File: config.mk
export PLATFORM = sky130hd
export DESIGN_NAME = psp_mul
export DESIGN_NICKNAME = d
export VERILOG_FILES = /design/src/rtl/core/psp_pkg.sv /design/src/rtl/core/psp_mul.sv
export SDC_FILE = /design/constraint.sdc
export NUM_CORES = 2
export LEC_CHECK = 0
export CAP_MARGIN = 20
export CORE_MARGIN = 2
export CORE_UTILIZATION = 60
export CTS_CLUSTER_DIAMETER = 80
export DETAILED_ROUTE_END_ITERATION = 10
export DONT_BUFFER_PORTS = 1
export MAX_ROUTING_LAYER = met4
export PLACE_DENSITY = 0.8
export SLEW_MARGIN = 5
export SYNTH_ARGS = -nofsm -noshare
export SYNTH_HDL_FRONTEND = slang
export SYNTH_SLANG_ARGS = --single-unit
File: constraint.sdc
create_clock -name clk -period 28.4 [get_ports clk]
set_clock_uncertainty 0.15 [all_clocks]
set_input_delay 7.1 -clock clk [delete_from_list [all_inputs] [get_ports clk]]
set_output_delay 7.1 -clock clk [all_outputs]
set_load 0.05 [all_outputs]
File: src/rtl/core/psp_pkg.sv
// psp_pkg: shared types, constants and tables of the piecewise sigmoid projection core
// no dependencies; imported by psp_mul and piecewise_sigmoid_projection_core
package psp_pkg;

  localparam int unsigned MaxPoints = 16;
  localparam int unsigned MaxPower  = 16;
  localparam int unsigned TaylorTerms = 12;

  // fixed point constants
  localparam logic [30:0] FX_ONE    = 31'h4000_0000;  // 1.0 in Q1.30
  localparam logic [15:0] LN2_Q16   = 16'd45426;      // ln 2 in Q16.16
  localparam logic [31:0] LN2_RECIP = 32'd94548;      // floor(2^32 / LN2_Q16)
  localparam logic [21:0] T_SAT     = 22'h20_0000;    // 32.0 in Q16.16

  // item commands
  localparam logic CMD_LOAD    = 1'b0;
  localparam logic CMD_PROJECT = 1'b1;

  // register indexes
  localparam logic [1:0] CFG_STEEPNESS     = 2'd0;
  localparam logic [1:0] CFG_PENALTY_POWER = 2'd1;
  localparam logic [1:0] CFG_POINTS_IN_USE = 2'd2;

  typedef enum logic [4:0] {
    ST_IDLE,
    ST_SR_ADDR,
    ST_SR_CMP,
    ST_RD_LO,
    ST_RD_HI,
    ST_D1,
    ST_D2,
    ST_D3,
    ST_U,
    ST_KDIV,
    ST_T_A,
    ST_T_B,
    ST_T_C,
    ST_T_D,
    ST_EXP,
    ST_DIV,
    ST_S,
    ST_POW_M,
    ST_POW_A,
    ST_Y_M,
    ST_Y_A,
    ST_G,
    ST_GM,
    ST_SL1,
    ST_SL2
  } psp_state_t;

  // floor(2^32 / n) for the taylor term divisor, n = 2..12 (n = 1 is bypassed)
  function automatic logic [31:0] recip_n(input logic [3:0] n);
    logic [31:0] r;
    begin
      case (n)
        4'd2:    r = 32'd2147483648;
        4'd3:    r = 32'd1431655765;
        4'd4:    r = 32'd1073741824;
        4'd5:    r = 32'd858993459;
        4'd6:    r = 32'd715827882;
        4'd7:    r = 32'd613566756;
        4'd8:    r = 32'd536870912;
        4'd9:    r = 32'd477218588;
        4'd10:   r = 32'd429496729;
        4'd11:   r = 32'd390451572;
        4'd12:   r = 32'd357913941;
        default: r = 32'd0;
      endcase
      return r;
    end
  endfunction

endpackage

File: src/rtl/core/psp_mul.sv
// psp_mul: shared 33 x 32 unsigned multiplier with registered product
// depends on nothing beyond the package
module psp_mul import psp_pkg::*; (
  input  logic        clk,
  input  logic [32:0] op_a,
  input  logic [31:0] op_b,
  output logic [64:0] prod_r
);

  // one product per cycle, registered
  always_ff @(posedge clk) begin
    prod_r <= 65'(op_a) * 65'(op_b);
  end

endmodule

==> results.sh <==
export IMPL_overflow=0
export IMPL_period_share_pct=50.1
export IMPL_grt_total_usage_pct=33.3
export IMPL_crit_fanout=33
export IMPL_grt_pass1_wl_mm=151
export IMPL_synth_compound_area_share_pct=4.17
export IMPL_tightest_slew_ps=978
export IMPL_ios=131
export IMPL_cts_clk_slew_worst_paths_ps=70
export IMPL_drc=0
export IMPL_critical_path_required_ps=28470
export IMPL_worst_setup_path_end_kind="flip-flop"
export IMPL_status="complete, no violations"
export IMPL_synth_mux_area_share_pct=0.0317
export IMPL_drt_iter0_drc=1959
export IMPL_cts_htree_levels=3
export IMPL_crit_path_top_delay_cell="a31oi_1"
export IMPL_synth_common_cells="inv_1 (930), fa_1 (926), nand2_1 (632)"
export IMPL_start_util_pct=60.5
export IMPL_ant_nets=0
export IMPL_slew_viol_final=0
export IMPL_async_flop_share_pct=0
export IMPL_hpwl_mm=72.6
export IMPL_synthTopCellsByArea="fa_1 (52%), inv_1 (9.8%), ha_1 (9.3%)"
export IMPL_hold_class="input port to flip-flop"
export IMPL_yosys_area_share_xor_xnor_pct=1.38
export IMPL_cts_made_buffers=9
export IMPL_final_area_um2=36000
export IMPL_grt_max_degree=34
export IMPL_post_cts_resized=0
export IMPL_worstSetupStartpointType="input port"
export IMPL_core_um2=58800
export IMPL_synth_fa_ha_area_share_pct=61.4
export IMPL_yosys_warnings=0
export IMPL_top_regs="prod_r x65"
export IMPL_finalSetupViolCount=0
export IMPL_hold_depth=1
export IMPL_synth_ff_latch_count=65
export IMPL_slew_headroom_pct=34.5
export IMPL_die_w_um=247
export IMPL_synth_top_area_share_pct=52.1
export IMPL_area_growth_pct=1.36
export IMPL_syn_num_nets=5185
export IMPL_cpMostUsedCell="fa_1"
export IMPL_fin_nets=4979
export IMPL_yosysMostFrequentCell="inv_1"
export IMPL_crit_chain="and2_1 -> fa_1 -> inv_1 -> fa_1 -> inv_1 -> fa_1 -> fa_1 -> fa_1 -> fa_1 -> fa_1 -> fa_1 -> ha_1 -> a21o_1 -> a21o_1 -> a21oi_1 -> nand2_1 -> a31oi_1 -> o31ai_4 -> a41o_1 -> nor4b_1 -> a311oi_1"
export IMPL_grt_pass1_vias=28800
export IMPL_synth_flop_cell="dfxtp_1"
export IMPL_netlist_area_um2=35600
export IMPL_critical_path_class="input port to flip-flop"
export IMPL_wl_per_cell_um=20.8
export IMPL_cts_tree="yes"
export IMPL_drive_gt1_share_pct=0.885
export IMPL_maxCapViolCount=0
export IMPL_syn_area_per_cell_um2=9.05
export IMPL_cts_max_path_buffers=2
export IMPL_dieArea_um2=61200
export IMPL_largest_reg_flops=65
export IMPL_finalHoldViolCount=0
export IMPL_synth_area_leader_cell="fa_1"
export IMPL_drt_pass1_iter_count=5
export IMPL_vias=25800
export IMPL_fin_util_pct=61.3
export IMPL_wl_mm=93.8
export IMPL_port_buffers=0
export IMPL_post_cts_buffers=0
export IMPL_dpl_instance_area_um2=35700
export IMPL_synth_top_family_by_area="adder cells"
export IMPL_worstPathArrival_ps=14300
export IMPL_synth_distinct_cells=67
export IMPL_ctsHoldBuffers=0
export IMPL_gp_congestion=0.943
export IMPL_viasPerCell=5.74
export IMPL_synth_edf_count=0
export IMPL_synth_seq_area_share_pct=3.66
export IMPL_antenna_found_initial=2
export IMPL_fp_row_count=89
export IMPL_synthCells=3929
export IMPL_regMostFlops="prod_r"
export IMPL_ctsRootBufferMaster="clkbuf_16"
export IMPL_die_y_um=247
export IMPL_rsz0062_at_grt="no"
export IMPL_yosys_area_share_simple_pct=17.2
export IMPL_setup_tns_ps=0
export IMPL_cts_sinks=65
export IMPL_min_period_ps=14230
export IMPL_max_stage_delay_ps=740
export IMPL_max_freq_mhz=70.3
==> final timing paths <==
check,slack (ps),startpoint,end
max,14170,op_b[17],prod_r[61]
min,6730,op_a[0],prod_r[0]
==> kinds of logic after synthesis <==
group                    Yosys count
adder cells (fa/ha/maj)         1190
XOR/XNOR                          56
AO/OA/AOI/OAI                    224
buffers and inverters           1147
multiplexers                       1
AND/OR/NAND/NOR                 1246
flip-flops                        65
==> cell type report <==
type	instances	area (um^2)
Clock inverter	6	90.1
Fill cell	4849	22800
Multi-Input combinational cell	2717	29900
Sequential cell	65	1300
Inverter	930	3490
Clock buffer	10	239
Antenna cell	2	5.00
Tap cell	773	967
==> layout by cell type, fill, tap and decap left out, drive strengths merged, types with 27 or more instances in the layout <==
cell,count
fa,926
and2,492
nand2,632
inv,931
a21o,27
ha,264
dfxtp,65
a21oi,81
xnor2,33
o21ai,38
nor2,37
==> worst max-delay path, delay by kind of cell <==
family | cells | cell delay [ps]
AOI/OAI and AO/OA | 7 | 2080
adders and majority gates | 9 | 4390
buffers and inverters | 2 | 130
and+or+nand+nor | 3 | 570
==> stage by stage <==
| step | hold WS [ps] | std cells | setup WS [ps] |
|---|---|---|---|
| final | 6730 | 4503 | 14170 |
| after global routing | 6720 | 4502 | 13950 |
| after detailed placement | 7080 | 4485 | 13980 |
| after CTS | 6720 | 4501 | 14340 |
| after floorplan | 7080 | 3929 | 14500 |
| after global placement | 7080 | 4485 | 14130 |
==> metal layers <==
metal	vias to the layer above	global-route usage [%]	share of wire, %
li1	10900	-	-
met1	13200	38.7	34
met2	1340	55.1	50
met3	362	5.77	9.0
met4	0	18.7	6.9
met5	-	-	0
Power is not shown: default switching activity piles up to over one toggle a cycle in this logic, so the estimate is an artifact.
